`src/design/tksd_pkg.sv`:
```
// types and constants of the terminal key sequence decoder
// no dependencies; imported by the top level

package tksd_pkg;

   typedef enum logic [1:0] {
      MODE_NORMAL = 2'd0,
      MODE_ESC    = 2'd1,
      MODE_CSI    = 2'd2,
      MODE_SS3    = 2'd3
   } mode_type;

   localparam int UTF8_CNT_W = 3;
   localparam int CSI_NUM_W  = 17;

   // key codes
   localparam logic [4:0] K_CHAR  = 5'd0;
   localparam logic [4:0] K_UP    = 5'd1;
   localparam logic [4:0] K_DOWN  = 5'd2;
   localparam logic [4:0] K_RIGHT = 5'd3;
   localparam logic [4:0] K_LEFT  = 5'd4;
   localparam logic [4:0] K_HOME  = 5'd5;
   localparam logic [4:0] K_END   = 5'd6;
   localparam logic [4:0] K_PGUP  = 5'd7;
   localparam logic [4:0] K_PGDN  = 5'd8;
   localparam logic [4:0] K_INS   = 5'd9;
   localparam logic [4:0] K_DEL   = 5'd10;
   localparam logic [4:0] K_ENTER = 5'd11;
   localparam logic [4:0] K_BKSP  = 5'd12;
   localparam logic [4:0] K_TAB   = 5'd13;
   localparam logic [4:0] K_ESC   = 5'd14;
   localparam logic [4:0] K_F1    = 5'd15;

   // byte values
   localparam logic [7:0] CH_ESC   = 8'h1B;
   localparam logic [7:0] CH_CR    = 8'h0D;
   localparam logic [7:0] CH_LF    = 8'h0A;
   localparam logic [7:0] CH_DEL   = 8'h7F;
   localparam logic [7:0] CH_BS    = 8'h08;
   localparam logic [7:0] CH_TAB   = 8'h09;
   localparam logic [7:0] CH_CTL_Z = 8'h1A;
   localparam logic [7:0] CH_SPACE = 8'h20;
   localparam logic [7:0] CH_LBRK  = 8'h5B;
   localparam logic [7:0] CH_O     = 8'h4F;
   localparam logic [7:0] CH_FIN_LO = 8'h40;
   localparam logic [7:0] CH_FIN_HI = 8'h7E;
   localparam logic [7:0] CH_TILDE = 8'h7E;
   localparam logic [7:0] CH_0     = 8'h30;
   localparam logic [7:0] CH_9     = 8'h39;
   localparam logic [7:0] CH_P     = 8'h50;
   localparam logic [7:0] CH_S     = 8'h53;
   localparam logic [7:0] CH_A     = 8'h41;
   localparam logic [7:0] CH_B     = 8'h42;
   localparam logic [7:0] CH_C     = 8'h43;
   localparam logic [7:0] CH_D     = 8'h44;
   localparam logic [7:0] CH_F     = 8'h46;
   localparam logic [7:0] CH_H     = 8'h48;
   localparam logic [7:0] CTRL_OFS = 8'h60;

   localparam logic [19:0] CSI_NUM_LIMIT = 20'd100000;

   // csi flag bits
   localparam int FLAG_SCANNING = 0;
   localparam int FLAG_SEEN     = 1;
   localparam int FLAG_OVERFLOW = 2;

   typedef struct packed {
      logic [4:0]  key_code;
      logic        ctrl_mod;
      logic [31:0] text_bytes;
      logic [2:0]  text_len;
      logic        last_of_run;
   } result_type;

   localparam result_type RESULT_NONE = '{5'd0, 1'b0, 32'd0, 3'd0, 1'b0};

   function automatic logic [UTF8_CNT_W-1:0] lead_length(input logic [7:0] c);
      logic [UTF8_CNT_W-1:0] len;
      if (c[7] == 1'b0)
         len = 3'd1;
      else if ((c & 8'hE0) == 8'hC0)
         len = 3'd2;
      else if ((c & 8'hF0) == 8'hE0)
         len = 3'd3;
      else if ((c & 8'hF8) == 8'hF0)
         len = 3'd4;
      else
         len = 3'd1;
      return len;
   endfunction

   function automatic result_type key_word(input logic [4:0] code);
      result_type r;
      r = RESULT_NONE;
      r.key_code = code;
      return r;
   endfunction

endpackage

```
`src/design/tksd_req_if.sv`:
```
// input channel: one raw terminal byte per word
// depends on nothing

interface tksd_req_if;
   logic       valid;
   logic       ready;
   logic [7:0] byte_in;

   modport source (output valid, output byte_in, input ready);
   modport sink (input valid, input byte_in, output ready);
endinterface

```
`src/design/tksd_rsp_if.sv`:
```
// result channel: one key event per word
// depends on nothing

interface tksd_rsp_if;
   logic        valid;
   logic        ready;
   logic [4:0]  key_code;
   logic        ctrl_mod;
   logic [31:0] text_bytes;
   logic [2:0]  text_len;
   logic        last_of_run;

   modport source (output valid, output key_code, output ctrl_mod, output text_bytes,
                   output text_len, output last_of_run, input ready);
   modport sink (input valid, input key_code, input ctrl_mod, input text_bytes,
                 input text_len, input last_of_run, output ready);
endinterface

```
`src/design/terminal_key_sequence_decoder.sv`:
```
// terminal key sequence decoder top level: parser state and a two-word result buffer
// depends on tksd_pkg, tksd_req_if and tksd_rsp_if

// Takes one terminal byte per word and turns it into key events. A byte is decoded in
// the cycle it is accepted and its events (zero, one or two) land in a two-word result
// buffer, so one byte per clock is taken while results drain one per clock. Input is
// ready when the buffer is empty or its last word leaves in the same cycle; a byte that
// gives two events (an escape that turns out to stand alone, followed by another key)
// holds off the next byte until one of them has left. Nothing needs clearing after reset.

module terminal_key_sequence_decoder
   import tksd_pkg::*;
#(
   parameter int UTF8_MAX     = 4,
   parameter int CSI_CAPACITY = 32
) (
   input  logic        clock,
   input  logic        reset,
   tksd_req_if.sink    req,
   tksd_rsp_if.source  rsp
);

   localparam int CSI_CNT_W = $clog2(CSI_CAPACITY);

   mode_type                mode_ff, mode_in;
   logic                    cr_ff, cr_in;
   logic [UTF8_CNT_W-1:0]   exp_ff, exp_in;
   logic [UTF8_CNT_W-1:0]   ucnt_ff, ucnt_in;
   logic [7:0]              ubytes_ff [4];
   logic                    ub_we;
   logic [1:0]              ub_idx;
   logic [CSI_CNT_W-1:0]    csi_cnt_ff, csi_cnt_in;
   logic [CSI_NUM_W-1:0]    csi_num_ff, csi_num_in;
   logic [2:0]              csi_flags_ff, csi_flags_in;

   result_type              slot0_ff, slot0_in, slot1_ff, slot1_in;
   logic [1:0]              fill_ff, fill_in;

   logic       accept, pop;
   logic [7:0] c;
   result_type r0, r1;
   logic [1:0] nres;

   // normal-mode decode of the current byte
   logic       nb_valid;
   result_type nb_res;
   logic       nb_to_esc;
   logic       nb_cr;
   logic [UTF8_CNT_W-1:0] nb_exp, nb_cnt;
   logic       nb_we;
   logic [1:0] nb_idx;

   assign c      = req.byte_in;
   assign pop    = rsp.valid && rsp.ready;
   assign req.ready = (fill_ff == 2'd0) || ((fill_ff == 2'd1) && rsp.ready);
   assign accept = req.valid && req.ready;

   always_comb begin
      logic [UTF8_CNT_W-1:0] len;
      logic [7:0]            b;
      nb_valid  = 1'b0;
      nb_res    = RESULT_NONE;
      nb_to_esc = 1'b0;
      nb_cr     = cr_ff;
      nb_exp    = exp_ff;
      nb_cnt    = ucnt_ff;
      nb_we     = 1'b0;
      nb_idx    = ucnt_ff[1:0];
      len       = '0;
      b         = '0;
      if ((ucnt_ff != '0) && (ucnt_ff < exp_ff)) begin
         if (ucnt_ff < UTF8_CNT_W'(UTF8_MAX)) begin
            nb_we  = 1'b1;
            len    = ucnt_ff + 3'd1;
            nb_cnt = len;
            if (len >= exp_ff) begin
               nb_valid = 1'b1;
               nb_res.text_len = len;
               for (int i = 0; i < 4; i++) begin
                  b = (ucnt_ff[1:0] == 2'(i)) ? c : ubytes_ff[i];
                  nb_res.text_bytes[8*i +: 8] = (3'(i) < len) ? b : 8'h00;
               end
               nb_cnt = '0;
               nb_exp = '0;
            end
         end else begin
            // character longer than the store: drop it
            nb_cnt = '0;
            nb_exp = '0;
         end
      end else if (c == CH_ESC) begin
         nb_cr     = 1'b0;
         nb_to_esc = 1'b1;
      end else if (c == CH_CR) begin
         nb_cr    = 1'b1;
         nb_valid = 1'b1;
         nb_res   = key_word(K_ENTER);
      end else if (c == CH_LF) begin
         if (cr_ff) begin
            nb_cr = 1'b0;
         end else begin
            nb_valid = 1'b1;
            nb_res   = key_word(K_ENTER);
         end
      end else if ((c == CH_DEL) || (c == CH_BS)) begin
         nb_cr    = 1'b0;
         nb_valid = 1'b1;
         nb_res   = key_word(K_BKSP);
      end else if (c == CH_TAB) begin
         nb_cr    = 1'b0;
         nb_valid = 1'b1;
         nb_res   = key_word(K_TAB);
      end else if ((c != 8'h00) && (c <= CH_CTL_Z)) begin
         nb_cr    = 1'b0;
         nb_valid = 1'b1;
         nb_res.key_code   = K_CHAR;
         nb_res.ctrl_mod   = 1'b1;
         nb_res.text_bytes = {24'd0, c + CTRL_OFS};
         nb_res.text_len   = 3'd1;
      end else if (c >= CH_SPACE) begin
         nb_cr  = 1'b0;
         nb_we  = 1'b1;
         nb_idx = 2'd0;
         nb_exp = lead_length(c);
         nb_cnt = 3'd1;
         if (nb_exp <= 3'd1) begin
            nb_valid = 1'b1;
            nb_res.text_bytes = {24'd0, c};
            nb_res.text_len   = 3'd1;
            nb_cnt = '0;
            nb_exp = '0;
         end
      end
   end

   // next state and events of one byte
   always_comb begin
      logic              cf_hit;
      logic [4:0]        cf_key;
      logic [19:0]       v;
      logic [CSI_NUM_W-1:0] n;
      logic              fin;
      mode_in      = mode_ff;
      cr_in        = cr_ff;
      exp_in       = exp_ff;
      ucnt_in      = ucnt_ff;
      ub_we        = 1'b0;
      ub_idx       = nb_idx;
      csi_cnt_in   = csi_cnt_ff;
      csi_num_in   = csi_num_ff;
      csi_flags_in = csi_flags_ff;
      r0   = RESULT_NONE;
      r1   = RESULT_NONE;
      nres = 2'd0;
      v    = '0;
      n    = '0;
      fin  = (c >= CH_FIN_LO) && (c <= CH_FIN_HI);

      cf_hit = 1'b1;
      cf_key = K_UP;
      unique case (c)
         CH_A:    cf_key = K_UP;
         CH_B:    cf_key = K_DOWN;
         CH_C:    cf_key = K_RIGHT;
         CH_D:    cf_key = K_LEFT;
         CH_H:    cf_key = K_HOME;
         CH_F:    cf_key = K_END;
         default: cf_hit = 1'b0;
      endcase

      unique case (mode_ff)
         MODE_ESC, MODE_SS3: begin
            if ((mode_ff == MODE_ESC) && (c == CH_LBRK)) begin
               mode_in      = MODE_CSI;
               csi_cnt_in   = '0;
               csi_num_in   = '0;
               csi_flags_in = 3'b001;
            end else if ((mode_ff == MODE_ESC) && (c == CH_O)) begin
               mode_in = MODE_SS3;
            end else if ((mode_ff == MODE_SS3) && fin) begin
               mode_in = MODE_NORMAL;
               if (cf_hit) begin
                  r0   = key_word(cf_key);
                  nres = 2'd1;
               end else if ((c >= CH_P) && (c <= CH_S)) begin
                  r0   = key_word(K_F1 + 5'(c - CH_P));
                  nres = 2'd1;
               end
            end else begin
               // lone escape, then the byte again in normal mode
               r0      = key_word(K_ESC);
               r1      = nb_res;
               nres    = nb_valid ? 2'd2 : 2'd1;
               mode_in = nb_to_esc ? MODE_ESC : MODE_NORMAL;
               cr_in   = nb_cr;
               exp_in  = nb_exp;
               ucnt_in = nb_cnt;
               ub_we   = nb_we;
            end
         end
         MODE_CSI: begin
            if (fin) begin
               mode_in = MODE_NORMAL;
               if (cf_hit) begin
                  r0   = key_word(cf_key);
                  nres = 2'd1;
               end else if (c == CH_TILDE) begin
                  n    = csi_flags_ff[FLAG_OVERFLOW] ? '0 : csi_num_ff;
                  nres = 2'd1;
                  case (n) inside
                     17'd1, 17'd7: r0 = key_word(K_HOME);
                     17'd4, 17'd8: r0 = key_word(K_END);
                     17'd5:        r0 = key_word(K_PGUP);
                     17'd6:        r0 = key_word(K_PGDN);
                     17'd2:        r0 = key_word(K_INS);
                     17'd3:        r0 = key_word(K_DEL);
                     [17'd11:17'd15]: r0 = key_word(K_F1 + (n[4:0] - 5'd11));
                     [17'd17:17'd21]: r0 = key_word(K_F1 + (n[4:0] - 5'd12));
                     17'd23, 17'd24:  r0 = key_word(K_F1 + (n[4:0] - 5'd13));
                     default:      nres = 2'd0;
                  endcase
               end
            end else if (csi_cnt_ff < CSI_CNT_W'(CSI_CAPACITY - 1)) begin
               csi_cnt_in = csi_cnt_ff + 1'b1;
               if (csi_flags_ff[FLAG_SCANNING]) begin
                  if ((c >= CH_0) && (c <= CH_9)) begin
                     csi_flags_in[FLAG_SEEN] = 1'b1;
                     v = {csi_num_ff, 3'b000} + {2'b00, csi_num_ff, 1'b0}
                         + {16'd0, c[3:0]};
                     if (v > CSI_NUM_LIMIT) begin
                        csi_flags_in[FLAG_OVERFLOW] = 1'b1;
                        csi_flags_in[FLAG_SCANNING] = 1'b0;
                     end else begin
                        csi_num_in = v[CSI_NUM_W-1:0];
                     end
                  end else begin
                     csi_flags_in[FLAG_SCANNING] = 1'b0;
                  end
               end
            end
         end
         default: begin
            r0      = nb_res;
            nres    = nb_valid ? 2'd1 : 2'd0;
            mode_in = nb_to_esc ? MODE_ESC : MODE_NORMAL;
            cr_in   = nb_cr;
            exp_in  = nb_exp;
            ucnt_in = nb_cnt;
            ub_we   = nb_we;
         end
      endcase

      if (nres == 2'd1)
         r0.last_of_run = 1'b1;
      if (nres == 2'd2)
         r1.last_of_run = 1'b1;
   end

   // result buffer
   always_comb begin
      slot0_in = slot0_ff;
      slot1_in = slot1_ff;
      fill_in  = fill_ff;
      if (pop) begin
         slot0_in = slot1_ff;
         fill_in  = fill_ff - 2'd1;
      end
      if (accept) begin
         slot0_in = r0;
         slot1_in = r1;
         fill_in  = nres;
      end
   end

   always_ff @(posedge clock) begin
      if (reset) begin
         mode_ff <= MODE_NORMAL;
      end else if (accept) begin
         mode_ff <= mode_in;
      end
   end

   always_ff @(posedge clock) begin
      if (reset) begin
         cr_ff        <= 1'b0;
         exp_ff       <= '0;
         ucnt_ff      <= '0;
         csi_cnt_ff   <= '0;
         csi_num_ff   <= '0;
         csi_flags_ff <= 3'b001;
         fill_ff      <= 2'd0;
      end else begin
         fill_ff <= fill_in;
         if (accept) begin
            cr_ff        <= cr_in;
            exp_ff       <= exp_in;
            ucnt_ff      <= ucnt_in;
            csi_cnt_ff   <= csi_cnt_in;
            csi_num_ff   <= csi_num_in;
            csi_flags_ff <= csi_flags_in;
         end
      end
   end

   always_ff @(posedge clock) begin
      slot0_ff <= slot0_in;
      slot1_ff <= slot1_in;
      if (accept && ub_we)
         ubytes_ff[ub_idx] <= c;
   end

   assign rsp.valid       = (fill_ff != 2'd0);
   assign rsp.key_code    = slot0_ff.key_code;
   assign rsp.ctrl_mod    = slot0_ff.ctrl_mod;
   assign rsp.text_bytes  = slot0_ff.text_bytes;
   assign rsp.text_len    = slot0_ff.text_len;
   assign rsp.last_of_run = slot0_ff.last_of_run;

endmodule
```
`src/flat_wrapper.sv`:
```
// flat-port wrapper written by rule: the top's interface ports become plain ports
module terminal_key_sequence_decoder_flat import tksd_pkg::*;
#(
   parameter int UTF8_MAX     = 4,
   parameter int CSI_CAPACITY = 32
)
  (clock, reset, req_valid, req_byte_in, req_ready, rsp_valid, rsp_key_code, rsp_ctrl_mod, rsp_text_bytes, rsp_text_len, rsp_last_of_run, rsp_ready);
  tksd_req_if req_i ();
  tksd_rsp_if rsp_i ();
  input  logic clock;
  input  logic reset;
  input wire logic [$bits(req_i.valid)-1:0] req_valid;
  input wire logic [$bits(req_i.byte_in)-1:0] req_byte_in;
  output wire logic [$bits(req_i.ready)-1:0] req_ready;
  output wire logic [$bits(rsp_i.valid)-1:0] rsp_valid;
  output wire logic [$bits(rsp_i.key_code)-1:0] rsp_key_code;
  output wire logic [$bits(rsp_i.ctrl_mod)-1:0] rsp_ctrl_mod;
  output wire logic [$bits(rsp_i.text_bytes)-1:0] rsp_text_bytes;
  output wire logic [$bits(rsp_i.text_len)-1:0] rsp_text_len;
  output wire logic [$bits(rsp_i.last_of_run)-1:0] rsp_last_of_run;
  input wire logic [$bits(rsp_i.ready)-1:0] rsp_ready;
  assign req_i.valid = req_valid;
  assign req_i.byte_in = req_byte_in;
  assign req_ready = req_i.ready;
  assign rsp_valid = rsp_i.valid;
  assign rsp_key_code = rsp_i.key_code;
  assign rsp_ctrl_mod = rsp_i.ctrl_mod;
  assign rsp_text_bytes = rsp_i.text_bytes;
  assign rsp_text_len = rsp_i.text_len;
  assign rsp_last_of_run = rsp_i.last_of_run;
  assign rsp_i.ready = rsp_ready;
  terminal_key_sequence_decoder #(.UTF8_MAX(UTF8_MAX), .CSI_CAPACITY(CSI_CAPACITY)) u_core (.clock(clock), .reset(reset), .req(req_i), .rsp(rsp_i));
endmodule
```
`config.mk`:
```
export PLATFORM = sky130hd
export DESIGN_NAME = terminal_key_sequence_decoder_flat
export DESIGN_NICKNAME = d
export VERILOG_FILES = /design/src/design/tksd_pkg.sv /design/src/design/tksd_req_if.sv /design/src/design/tksd_rsp_if.sv /design/src/design/terminal_key_sequence_decoder.sv /design/src/flat_wrapper.sv
export SDC_FILE = /design/constraint.sdc
export NUM_CORES = 1
export LEC_CHECK = 0
export BUFFER_PORTS_ARGS = -buffer_cell sky130_fd_sc_hd__buf_2
export CORE_UTILIZATION = 60
export CTS_CLUSTER_SIZE = 14
export DETAILED_ROUTE_END_ITERATION = 12
export PLACE_DENSITY = 0.79
export SYNTH_ARGS = -nofsm -noshare
export SYNTH_HDL_FRONTEND = slang
export SYNTH_SLANG_ARGS = --single-unit
```
`constraint.sdc`:
```
create_clock -name clock -period 4.8 [get_ports clock]
set_input_delay 1.44 -clock clock [delete_from_list [all_inputs] [get_ports clock]]
set_output_delay 1.44 -clock clock [all_outputs]
set_load 0.1 [all_outputs]
```
== Yosys cells after proc, flatten, opt, wreduce, memory -nomap -nowiden ==
Memory sizes are Yosys's and may differ from the RTL's.
Index checks and enable logic that the tools add are counted.

* Bits in registers: 119
* Bits in latches: 0
* Bits in writable memories: 32
* ROM bits: 0
* Bits of input ports: 12
* Output and inout bits: 44
* Word-level logic and storage cells: 330
* Memories: 1

{| class="wikitable"
|+ Memory list
! name !! words !! width !! rd ports !! clocked after memory_dff !! write ports !! RTL line !! RTL
|-
| u_core.ubytes_ff || 4 || 8 || 4 || 0 || 1 || terminal_key_sequence_decoder.sv:29 || <nowiki>logic [7:0] ubytes_ff [4];</nowiki>
|}

* $add $sub $neg: 14
* $mul: 0
* Divide/modulo/power cells: 0
* Order comparisons: 22
* Eq/ne operators: 48
* Shift operators: 0
* Muxes and demuxes: 190
* Bitwise logic cells: 2
* Reduce and logical (&&, ||, !) cells: 34

{| class="wikitable"
|+ Operators by type and width
! operator !! count
|-
| 42-bit two-way mux || 23
|-
| 35-bit two-way mux || 5
|-
| 3-bit two-way mux || 43
|-
| 17-bit two-way mux || 7
|-
| 42-bit one-hot mux with 2 select lines || 1
|-
| 41-bit two-way mux || 2
|-
| 8-bit by 7-bit equality test with 1-bit output, second input constant || 10
|-
| 17-bit by 3-bit equality test with 1-bit output, second input constant || 4
|-
| 8-bit two-way mux || 8
|-
| 2-bit two-way mux || 31
|-
| 1-bit two-way mux || 55
|-
| 17-bit by 2-bit equality test with 1-bit output, second input constant || 2
|-
| 17-bit by 5-bit equality test with 1-bit output, second input constant || 2
|-
| 17-bit one-hot mux with 2 select lines || 1
|-
| 8-bit by 4-bit equality test with 1-bit output, second input constant || 4
|-
| 20-bit by 18-bit adder with 20-bit output || 1
|-
| 20-bit by 4-bit adder with 20-bit output || 1
|-
| 4-bit by 5-bit adder with 5-bit output, first input constant || 4
|-
| 20-bit by 17-bit greater-than comparator with 1-bit output, second input constant || 1
|-
| 3-bit one-hot mux with 2 select lines || 3
|-
| 17-bit by 1-bit equality test with 1-bit output, second input constant || 1
|-
| 17-bit by 4-bit equality test with 1-bit output, second input constant || 1
|-
| 17-bit by 4-bit >= comparator with 1-bit output, second input constant || 1
|-
| 17-bit by 5-bit >= comparator with 1-bit output, second input constant || 1
|-
| other kinds (48) || 98
|}

== Longest topological paths before layout ==
Gate-level depths: netlist (run 1).

* Word-level depth: 31
* Mapped depth: 14
* Depth with buffers taken out: 13

== Least setup slack after synthesis (run 1) ==
Ideal clock, no wire load.

* Kind: input to register
* From: input rsp_ready
* To: memory u_core.ubytes_ff[1][0], enable pin
* Library setup time: 0.395 ns
* Arrival: 4.381 ns
* Data required time: 4.405 ns
* Path slack: 0.024 ns
* Stages on the path: 6
* Buffers on the path: 0
* Path through: nand2_1 > nand2_1 > nand2_1 > clkinv_1 > o221ai_1 > nor4_1

* Cells in the longest elaborated chain, start to end: 6

{| class="wikitable"
|+ Ends and longest elaborated chain
! element !! RTL line !! RTL
|-
| from (decl) || flat_wrapper.sv:21 || <nowiki>input wire logic [$bits(rsp_i.ready)-1:0] rsp_ready;</nowiki>
|-
| 1-bit logical AND || terminal_key_sequence_decoder.sv:55 || <nowiki>assign req.ready = (fill_ff == 2'd0) || ((fill_ff == 2'd1) && rsp.ready);</nowiki>
|-
| 1-bit logical OR || terminal_key_sequence_decoder.sv:55 ||
|-
| net req_ready || flat_wrapper.sv:14 || <nowiki>output wire logic [$bits(req_i.ready)-1:0] req_ready;</nowiki>
|-
| 1-bit logical AND || terminal_key_sequence_decoder.sv:56 || <nowiki>assign accept = req.valid && req.ready;</nowiki>
|-
| net u_core.accept || terminal_key_sequence_decoder.sv:39 || <nowiki>logic accept, pop;</nowiki>
|-
| 1-bit logical AND || terminal_key_sequence_decoder.sv:308 || <nowiki>if (accept && ub_we)</nowiki>
|-
| 1-bit two-way mux || terminal_key_sequence_decoder.sv:308 ||
|-
| 1-bit two-way mux (implied by the code) || terminal_key_sequence_decoder.sv:309 || <nowiki>ubytes_ff[ub_idx] <= c;</nowiki>
|-
| to (decl) || terminal_key_sequence_decoder.sv:29 ||
|}

The timed path passes the listed nets, and every way through them passes these cells.

== Worst setup path in the final report (run 1) ==
* From: input req_byte_in[3]
* To: register u_core.csi_flags_ff[2]

* Cells in the longest elaborated chain, start to end: 4
* Elaborated cells between the ends (all ways): 15
* Classes of those cells: 1 x add/sub; 5 x order compare; 5 x eq/ne; 4 x reduce/logical

{| class="wikitable"
|+ Ends and longest elaborated chain
! element !! RTL line !! RTL
|-
| from (decl) || flat_wrapper.sv:13 || <nowiki>input wire logic [$bits(req_i.byte_in)-1:0] req_byte_in;</nowiki>
|-
| 20-bit by 4-bit adder with 20-bit output, or another cell as far along || terminal_key_sequence_decoder.sv:229 || <nowiki>+ {16'd0, c[3:0]};</nowiki>
|-
| 20-bit by 17-bit greater-than comparator with 1-bit output, or another cell as far along || terminal_key_sequence_decoder.sv:230 || <nowiki>if (v > CSI_NUM_LIMIT) begin</nowiki>
|-
| 2-bit by 1-bit != test with 1-bit output (no line) / 2-bit != test (equally long branches) || n/a ||
|-
| 8-bit AND reduction (no line) (*) || n/a ||
|-
| to (signal assigned) || terminal_key_sequence_decoder.sv:300 || <nowiki>csi_flags_ff <= csi_flags_in;</nowiki>
|-
| to (decl) || terminal_key_sequence_decoder.sv:34 || <nowiki>logic [2:0] csi_flags_ff, csi_flags_in;</nowiki>
|}

Every way passes the cells marked *; elsewhere a longest branch is shown, timed or not.
A chain may end at the register's enable or synchronous reset.

==> flow_metrics.tcl, run 1 <==
set metrics [dict create \
    holdPathStages 2 \
    areaGrowthSynthToFinish_pct 13.6 \
    multi_input_area_sq_um 4540 \
    reg2reg_to "u_core.csi_flags_ff[2]" \
    rows 43 \
    grt_pass1_vias 6985 \
    maxSlewHeadroom 0.253 \
    power_per_cell_area_nw_per_um2 401 \
    placed_area_sq_um 9400 \
    syn-cell-area_sq_um 8780 \
    synth-async-reset-ratio 0 \
    synth_nets 972 \
    fin_crit_sh 0.935 \
    pwr-share-seq 0.391 \
    path_max_fanout 5 \
    fin_cells 1157 \
    cp-end-kind "register" \
    ff2ff_path_depth 11 \
    grt_pass1_wl_mm 35.9 \
    synth_ff_type "edfxtp_1" \
    die_h_microns 123 \
    dr.pass1.iters 5 \
    swShare 0.393 \
    final_core_util 0.708 \
    worst_ep_arrival_time_ns 4.80 \
    routabilityCongestion 0.897 \
    cp.required_ns 5.11 \
    core_sq_um 14100 \
    vias 7361 \
    cts_buffers 17 \
    drive_above_1_share 0.157 \
    synth_edf_count 107 \
    drv_cap 0 \
    root_buffer "clkbuf_16" \
    grt.total_usage 0.313 \
    drc 0 \
    postRouteAntennaNets 0 \
    synth_area_leaders "edfxtp_1 (37%), ha_1 (9.3%), dfxtp_1 (8.0%)" \
    fmax_ghz 0.223 \
    worst_pin_slew_ns 1.11 \
    synth_top_area_cell "edfxtp_1" \
    holdPathEnd "u_core.exp_ff[2]" \
    reg2reg_from "u_core.csi_num_ff[2]" \
    vias_per_cell 6.36 \
    cts_buffer_depth 2 \
    syn-mean-instance-area_sq_um 9.83 \
    fp.dieW_microns 123 \
    rsz0062_at_grt "false" \
    cts-resized-gates 0 \
    ff_latch_area_sq_um 3910 \
    p_leak_nw 4.07 \
    ys_types 81 \
    ys_warn_count 0 \
    synth_seq_area_share 0.446 \
    setup_violations 0 \
    initialDrtViolationCount 782 \
    fillCellCount 1063 \
    wl_per_cell_microns 19.3 \
    holdBufCountCts 0 \
    finalWirelength_mm 22.3 \
    combPwrFrac 0.287 \
    min-delay-start "u_core.exp_ff[2]" \
    io_buffers 55 \
    fin_area_sq_um 9970 \
    synth_top_area_frac 0.366 \
    clkPwrFrac 0.322 \
    hold_viol 0 \
    path_clk_slew_ns 0.06 \
    postSynthCellCount 893 \
    grt_max_degree 53 \
    diodes 0 \
    dp_cells 1125 \
    antenna_found_initial 0 \
    skew_ns 0.00919 \
    cts_tree "done" \
    die_area_sq_um 15100 \
    reg2reg_slack_ns 0.95 \
    p_switching_w 0.00157 \
    ios 56 \
    slew_violations 0 \
    ir_drop_mv 0.487 \
    postCtsSetupBuffers 0 \
    ys_ff_latch 142 \
    cts.sinks 142 \
    status "completed" \
    p_int_w 0.00243 \
    clock_latency_ns 0.43 \
    crit_type "in -> reg" \
    overflow 0 \
    htree_levels 4 \
    post-dp-hpwl_mm 15.7 \
    layout_min_cycle_time_ns 4.49 \
    layout_common_cells "edfxtp_1 (107), nand2_1 (89), nor2_1 (81)" \
    final_common_cell "edfxtp_1" \
    holdCritPathClass "reg -> reg" \
    initial_core_util 0.623 \
    nNetsFinal 1043 \
    startpoint_type "primary input" \
    timing.hold.ws_ns 0.484 \
]
[routing by layer]
metal  up-vias  track usage  routed length, microns
li1       3484            -                       -
met1      3486        0.424                    9620
met2       344        0.499                   10500
met3        47       0.0646                    1650
met4         0        0.111                     557
met5         -            0                       0
[flip-flops by register name (all words and copies together), names as in the netlist, 3 cells and up]
signal and cells:
u_core.ucnt_ff 3, u_core.csi_num_ff 17, u_core.exp_ff 3, u_core.rsp.text_len 3
u_core.rsp.key_code 5, u_core.csi_cnt_ff 5, u_core.ubytes_ff 24, u_core.rsp.text_bytes 32
u_core.slot1_ff 41
[worst max-delay path by stage]
stage / start / endpoint / slack (ns) / cells past startpoint
global placement: req_byte_in[3] / u_core.csi_num_ff[8] / 0.008 / 13
floorplan: rsp_ready / u_core.ubytes_ff[1][0] / 0.02 / 6
CTS: req_byte_in[3] / u_core.csi_flags_ff[2] / 0.31 / 13
global route: req_byte_in[3] / u_core.csi_flags_ff[2] / 0.14 / 13
finish: req_byte_in[3] / u_core.csi_flags_ff[2] / 0.31 / 13
detailed placement: req_byte_in[3] / u_core.csi_flags_ff[2] / -0.06 / 13
[critical path: stages]
cell	delay, ns
buf_2	0.12
fa_1	0.55
inv_1	0.06
fa_1	0.43
nand2b_1	0.20
a21oi_1	0.24
o41a_1	0.30
xnor2_1	0.12
a211o_1	0.28
a32oi_1	0.29
a211oi_2	0.14
or4_1	0.50
o311ai_0	0.12
[power groups by stage]
stage | clock network [W] | logic, W | registers (W)
3_3_place_gp | 0 | 0.00113 | 0.00158
5_1_grt | 0.00135 | 0.00120 | 0.00158
4_1_cts | 0.00130 | 0.00115 | 0.00157
2_1_floorplan | 0 | 0.000314 | 0.00221
6_report | 0.00129 | 0.00115 | 0.00156
3_5_place_dp | 0 | 0.00114 | 0.00159
[synth_stat cells, drive strengths merged (7+ instances only)]
library cell,count
nand4,11
nand3,20
nor4,13
edfxtp,107
xnor2,9
ha,65
and2,14
o22ai,10
and3,7
nand2b,17
nor3,22
nand2,91
nor2b,8
xor2,12
clkbuf,33
a211oi,9
a22oi,7
o32ai,13
a31oi,8
mux2i,21
a21o,16
o21ai,71
nor2,81
dfxtp,35
a22o,11
inv,43
a21oi,40
[cell families after synthesis]
family	count (synthesis)	synth area share
and+or+nand+nor	316	0.178
AOI/OAI and AO/OA	241	0.195
DFF	142	0.446
buffers and inverters	84	0.0378
adders and majority gates	67	0.0972
muxes	22	0.0252
xor gates and xnor gates	21	0.0210
[per-stage QoR]
step	TNS, ns	power, W	setup slack, ns
6_report	0	0.00400	0.310
5_1_grt	0	0.00413	0.139
4_1_cts	0	0.00401	0.315
3_5_place_dp	-0.831	0.00273	-0.0629
3_3_place_gp	0	0.00271	0.00840
2_1_floorplan	0	0.00253	0.0240
[final cells by class]
class | count | share of cell area
timing repair buffer | 91 | 0.0559
clock inverter | 14 | 0.0144
sequential | 142 | 0.392
tap | 180 | 0.0226
multi-input combinational | 667 | 0.455
inverter | 45 | 0.0169
clock buffer | 18 | 0.0430
(Power assumes the default switching activity.)
==> run 2: changes to the inputs <==
- REMOVE_ABC_BUFFERS: default -> 1
==> run 2 against run 1 <==
Effect of this change: worst setup slack better by 0.032 ns; global-route usage fell by 0.55 points; count of clock-buffer cells in the layout decreased by 1; utilization down 0.23 points; final area down 0.33%; die area unchanged; register-to-register slack got worse by 0.06 ns; highest routed layer unchanged; clock skew up 0.0017 ns; non-clock buffer count down 6; critical path depth unchanged; combinational power is essentially flat; first-iteration DRC count rose by 12%; critical path type unchanged.
==> flow_metrics.tcl, run 2 (synthesis results as in run 1) <==
set metrics [dict create \
    areaGrowthSynthToFinish_pct 13.3 \
    p_leak_nw 4.04 \
    worst_ep_arrival_time_ns 4.74 \
    io_buffers 55 \
    cp.required_ns 5.08 \
    startpoint_type "primary input" \
    wl_met1_mm 9.26 \
    die_area_sq_um 15100 \
    holdCritPathClass "reg -> reg" \
    vias 7371 \
    initialDrtViolationCount 877 \
    drive_above_1_share 0.150 \
    pwr-share-seq 0.389 \
    dr.max_layer_used "met4" \
    fin_total_pwr_w 0.00401 \
    fin_cells 1152 \
    layout_min_cycle_time_ns 4.46 \
    ios 56 \
    fp.dieW_microns 123 \
    cts_buffer_depth 2 \
    pre_cts_ws_ns -0.0379 \
    slew_violations 0 \
    dr.pass1.iters 6 \
    dp_cells 1119 \
    cts_buffers 17 \
    post-dp-hpwl_mm 15.5 \
    cts_tree "done" \
    path_max_fanout 16 \
    p_int_w 0.00244 \
    dr_wl_met3_mm 1.77 \
    clock_latency_ns 0.42 \
    setup_violations 0 \
    largest_reg_flops 41 \
    finalWirelength_mm 22.1 \
    skew_ns 0.0109 \
    top_register "u_core.slot1_ff" \
    grt_max_degree 50 \
    combPwrFrac 0.284 \
    ir_drop_mv 0.274 \
    die_h_microns 123 \
    core_sq_um 14100 \
    drv_cap 0 \
    final_common_cell "edfxtp_1" \
    crit_type "in -> reg" \
    fin_crit_sh 0.929 \
    grt_pass1_vias 6925 \
    drc 0 \
    initial_core_util 0.623 \
    layout_common_cells "edfxtp_1 (107), nand2_1 (89), nor2_1 (81)" \
    status "completed" \
    grt_pass1_wl_mm 35.3 \
    rows 43 \
    cts.sinks 142 \
    cts-resized-gates 0 \
    hold_viol 0 \
    worst_slack_ns 0.343 \
    p_switching_w 0.00158 \
    clkPwrFrac 0.327 \
    routabilityCongestion 0.987 \
    overflow 0 \
    maxSlewHeadroom 0.274 \
    worst_pin_slew_ns 1.09 \
    htree_levels 4 \
    postRouteAntennaNets 0 \
    grt.total_usage 0.308 \
    nNetsFinal 1037 \
    path_clk_slew_ns 0.06 \
    fmax_ghz 0.224 \
    swShare 0.393 \
    power_per_cell_area_nw_per_um2 404 \
    wl_per_cell_microns 19.2 \
    routed-wl-met2_mm 10.4 \
    cp-end-kind "register" \
    final_core_util 0.705 \
    postCtsSetupBuffers 0 \
    rsz0062_at_grt "false" \
    antenna_found_initial 0 \
    vias_per_cell 6.40 \
    root_buffer "clkbuf_16" \
    holdBufCountCts 0 \
]
## run 2: cell type report
type	instances	area, sq um
Antenna cell	1	2.50
Clock buffer	17	425
Clock inverter	15	170
Fill cell	1013	4150
Inverter	45	169
Multi-Input combinational cell	667	4540
Sequential cell	142	3910
Tap cell	180	225
Timing Repair Buffer	85	500
## run 2: power by group through the flow
stage	Combinational, W	Sequential [W]	Clock (W)
2_1_floorplan	0.000295	0.00221	0
3_3_place_gp	0.00112	0.00158	0
3_5_place_dp	0.00113	0.00159	0
4_1_cts	0.00114	0.00156	0.00131
5_1_grt	0.00119	0.00158	0.00137
6_report	0.00114	0.00156	0.00131
## run 2: layer usage
| layer | vias up | global-route usage |
|---|---|---|
| li1 | 3483 | - |
| met1 | 3454 | 0.404 |
| met2 | 379 | 0.506 |
| met3 | 55 | 0.0558 |
| met4 | 0 | 0.118 |
| met5 | - | 0 |
## run 2: critical path, cell delays in order
cell and delay [ns]:
buf_2 0.12, fa_1 0.57, inv_1 0.07, fa_1 0.45, nand2b_1 0.21, a21oi_1 0.22
o41a_1 0.28, o211ai_1 0.11, a221oi_1 0.28, a32oi_1 0.18, a2111o_1 0.46, nand2_4 0.23
o32ai_2 0.11
## run 2: path summary, 6_finish.rpt
kind | start | endpoint | slack (ns) | cells past startpoint
hold reg to reg | u_core.exp_ff[1] | u_core.exp_ff[1] | 0.49 | 2
setup / recovery | req_byte_in[3] | u_core.csi_num_ff[2] | 0.34 | 13
setup reg to reg | u_core.csi_num_ff[2] | u_core.csi_flags_ff[2] | 0.89 | 12
hold / removal | u_core.exp_ff[1] | u_core.exp_ff[1] | 0.49 | 2
## run 2: per-stage QoR
| step | TNS [ns] | cell area [sq um] | hold WS (ns) |
|---|---|---|---|
| floorplan | -65.91 | 8620 | 0.444 |
| global placement | 0 | 9340 | 0.466 |
| detailed placement | -0.369 | 9340 | 0.485 |
| CTS | 0 | 9940 | 0.495 |
| global route | 0 | 9940 | 0.521 |
| finish | 0 | 9940 | 0.493 |
==> run 3: changes to the inputs <==
- CORE_MARGIN: default -> 5
==> run 3 against run 2 <==
Effect of this change: clock power shrank 4%; sequential share of layout area grew 0.20 points; utilization shrank 2.0 points; via count shrank 0.43%; clock skew grew 0.0043 ns; highest routed layer unchanged; wire length grew 0.52%.
==> flow_metrics.tcl, run 3 (synthesis results as in run 1) <==
set metrics [dict create \
    layout_min_cycle_time_ns 4.47 \
    drv_cap 0 \
    drive_above_1_share 0.145 \
    fin_crit_sh 0.932 \
    routabilityCongestion 0.961 \
    postCtsSetupBuffers 0 \
    vias 7339 \
    dp_cells 1119 \
    critPathBufInv 2 \
    p_leak_nw 4.01 \
    cp-end-kind "register" \
    pre_cts_ws_ns -0.0755 \
    crit_type "in -> reg" \
    startpoint_type "primary input" \
    min-delay-start "u_core.exp_ff[1]" \
    cp.required_ns 5.07 \
    grt_pass1_wl_mm 34.9 \
    dr.pass1.iters 5 \
    final_common_cell "edfxtp_1" \
    core_sq_um 14400 \
    drc 0 \
    setup_violations 0 \
    slew_violations 0 \
    wl_per_cell_microns 19.3 \
    initialDrtViolationCount 682 \
    fin_cells 1151 \
    diodes 0 \
    grt.total_usage 0.259 \
    power_per_cell_area_nw_per_um2 401 \
    io_buffers 55 \
    die_area_sq_um 17100 \
    root_buffer "clkbuf_16" \
    path_max_fanout 16 \
    cts.sinks 142 \
    top_register "u_core.slot1_ff" \
    cts_buffer_depth 2 \
    timing.hold.ws_ns 0.476 \
    postRouteAntennaNets 0 \
    holdCritPathClass "reg -> reg" \
    holdBufCountCts 0 \
    worst_ep_arrival_time_ns 4.74 \
    skew_ns 0.0152 \
    path_clk_slew_ns 0.06 \
    rows 44 \
    critical-path-top-cell-by-count "fa_1" \
    finalWirelength_mm 22.2 \
    layout_common_cells "edfxtp_1 (107), nand2_1 (89), nor2_1 (81)" \
    ios 56 \
    ir_drop_mv 0.247 \
    worst_slack_ns 0.329 \
    cpPeakStageDelay_ns 0.58 \
    nNetsFinal 1033 \
    antenna_found_initial 0 \
    cts_buffers 17 \
    status "completed" \
    cts_tree "done" \
    initial_core_util 0.609 \
    worst_pin_slew_ns 1.01 \
    cp_top_family "compound AO/OA/AOI/OAI gates" \
    critical_path.startpoint "req_byte_in[3]" \
    overflow 0 \
    htree_levels 4 \
    fp.dieW_microns 131 \
    fmax_ghz 0.224 \
    vias_per_cell 6.38 \
    reg2reg_from "u_core.csi_num_ff[2]" \
    rsz0062_at_grt "false" \
    crit_path_top_delay_cell "fa_1" \
    maxSlewHeadroom 0.324 \
    grt_max_degree 49 \
    largest_reg_flops 41 \
    post-dp-hpwl_mm 15.5 \
    cts-resized-gates 0 \
    areaGrowthSynthToFinish_pct 12.7 \
    crit_path_cell_trace "buf_2 > fa_1 > inv_1 > fa_1 > nand2b_1 > a21oi_1 > o41a_1 > o211ai_1 > a221oi_1 > a32oi_1 > a2111o_1 > nand2_4 > o32ai_1" \
    die_h_microns 131 \
    clock_latency_ns 0.43 \
    hold_viol 0 \
    grt_pass1_vias 6747 \
]
-- run 3: changes by cell type in the layout (fill, tap and decap cells not counted), sizes merged --
| cell | before | now |
|---|---|---|
| clkinv | 7 | 9 |
| clkinvlp | 0 | 1 |
| inv | 52 | 49 |
| diode | 1 | 0 |
| buf | 85 | 81 |
-- run 3: tightest hold or removal path: stages (launching register included) --
cell and delay, ns:
dfxtp_1 0.31, o21ai_0 0.06, a21oi_1 0.06
-- run 3: cell type report --
cell class / instances / area [sq um]
inverter: 45 / 169
fill: 1102 / 4530
clock buffer: 17 / 425
tap: 184 / 230
multi-input combinational: 667 / 4540
sequential: 142 / 3910
timing repair buffer: 81 / 483
clock inverter: 15 / 135
-- run 3: layer usage --
| layer | part of all wire | track usage | wire, microns | vias to the layer above |
|---|---|---|---|---|
| li1 | - | - | - | 3468 |
| met1 | 0.43 | 0.370 | 9640 | 3483 |
| met2 | 0.47 | 0.405 | 10400 | 346 |
| met3 | 0.078 | 0.0415 | 1740 | 42 |
| met4 | 0.017 | 0.0847 | 380 | 0 |
| met5 | 0 | 0 | 0 | - |
-- run 3: where the power goes --
group / internal [W] / total, W / switching [W] / leakage (nW)
clock network: 0.000719 / 0.00126 / 0.000536 / 0.273
registers: 0.00152 / 0.00156 / 0.0000400 / 1.33
logic: 0.000173 / 0.00115 / 0.000974 / 2.41
total: 0.00241 / 0.00396 / 0.00155 / 4.01
-- run 3: worst paths after layout --
path / end / slack, ns / depth (start not counted)
worst max-delay path: u_core.csi_num_ff[8] / 0.33 / 13
worst min register to register: u_core.exp_ff[1] / 0.48 / 2
worst min-delay path: u_core.exp_ff[1] / 0.48 / 2
worst max register to register: u_core.csi_num_ff[8] / 0.97 / 11
-- run 3: per-stage QoR --
stage / util / total power (W) / TNS [ns] / instance area [sq um]
global route: 0.686 / 0.00409 / 0 / 9890
detailed placement: 0.647 / 0.00273 / -0.790 / 9330
floorplan: - / 0.00251 / -65.91 / 8620
CTS: 0.686 / 0.00397 / 0 / 9890
global placement: 0.647 / 0.00271 / 0 / 9330
finish: 0.686 / 0.00396 / 0 / 9890
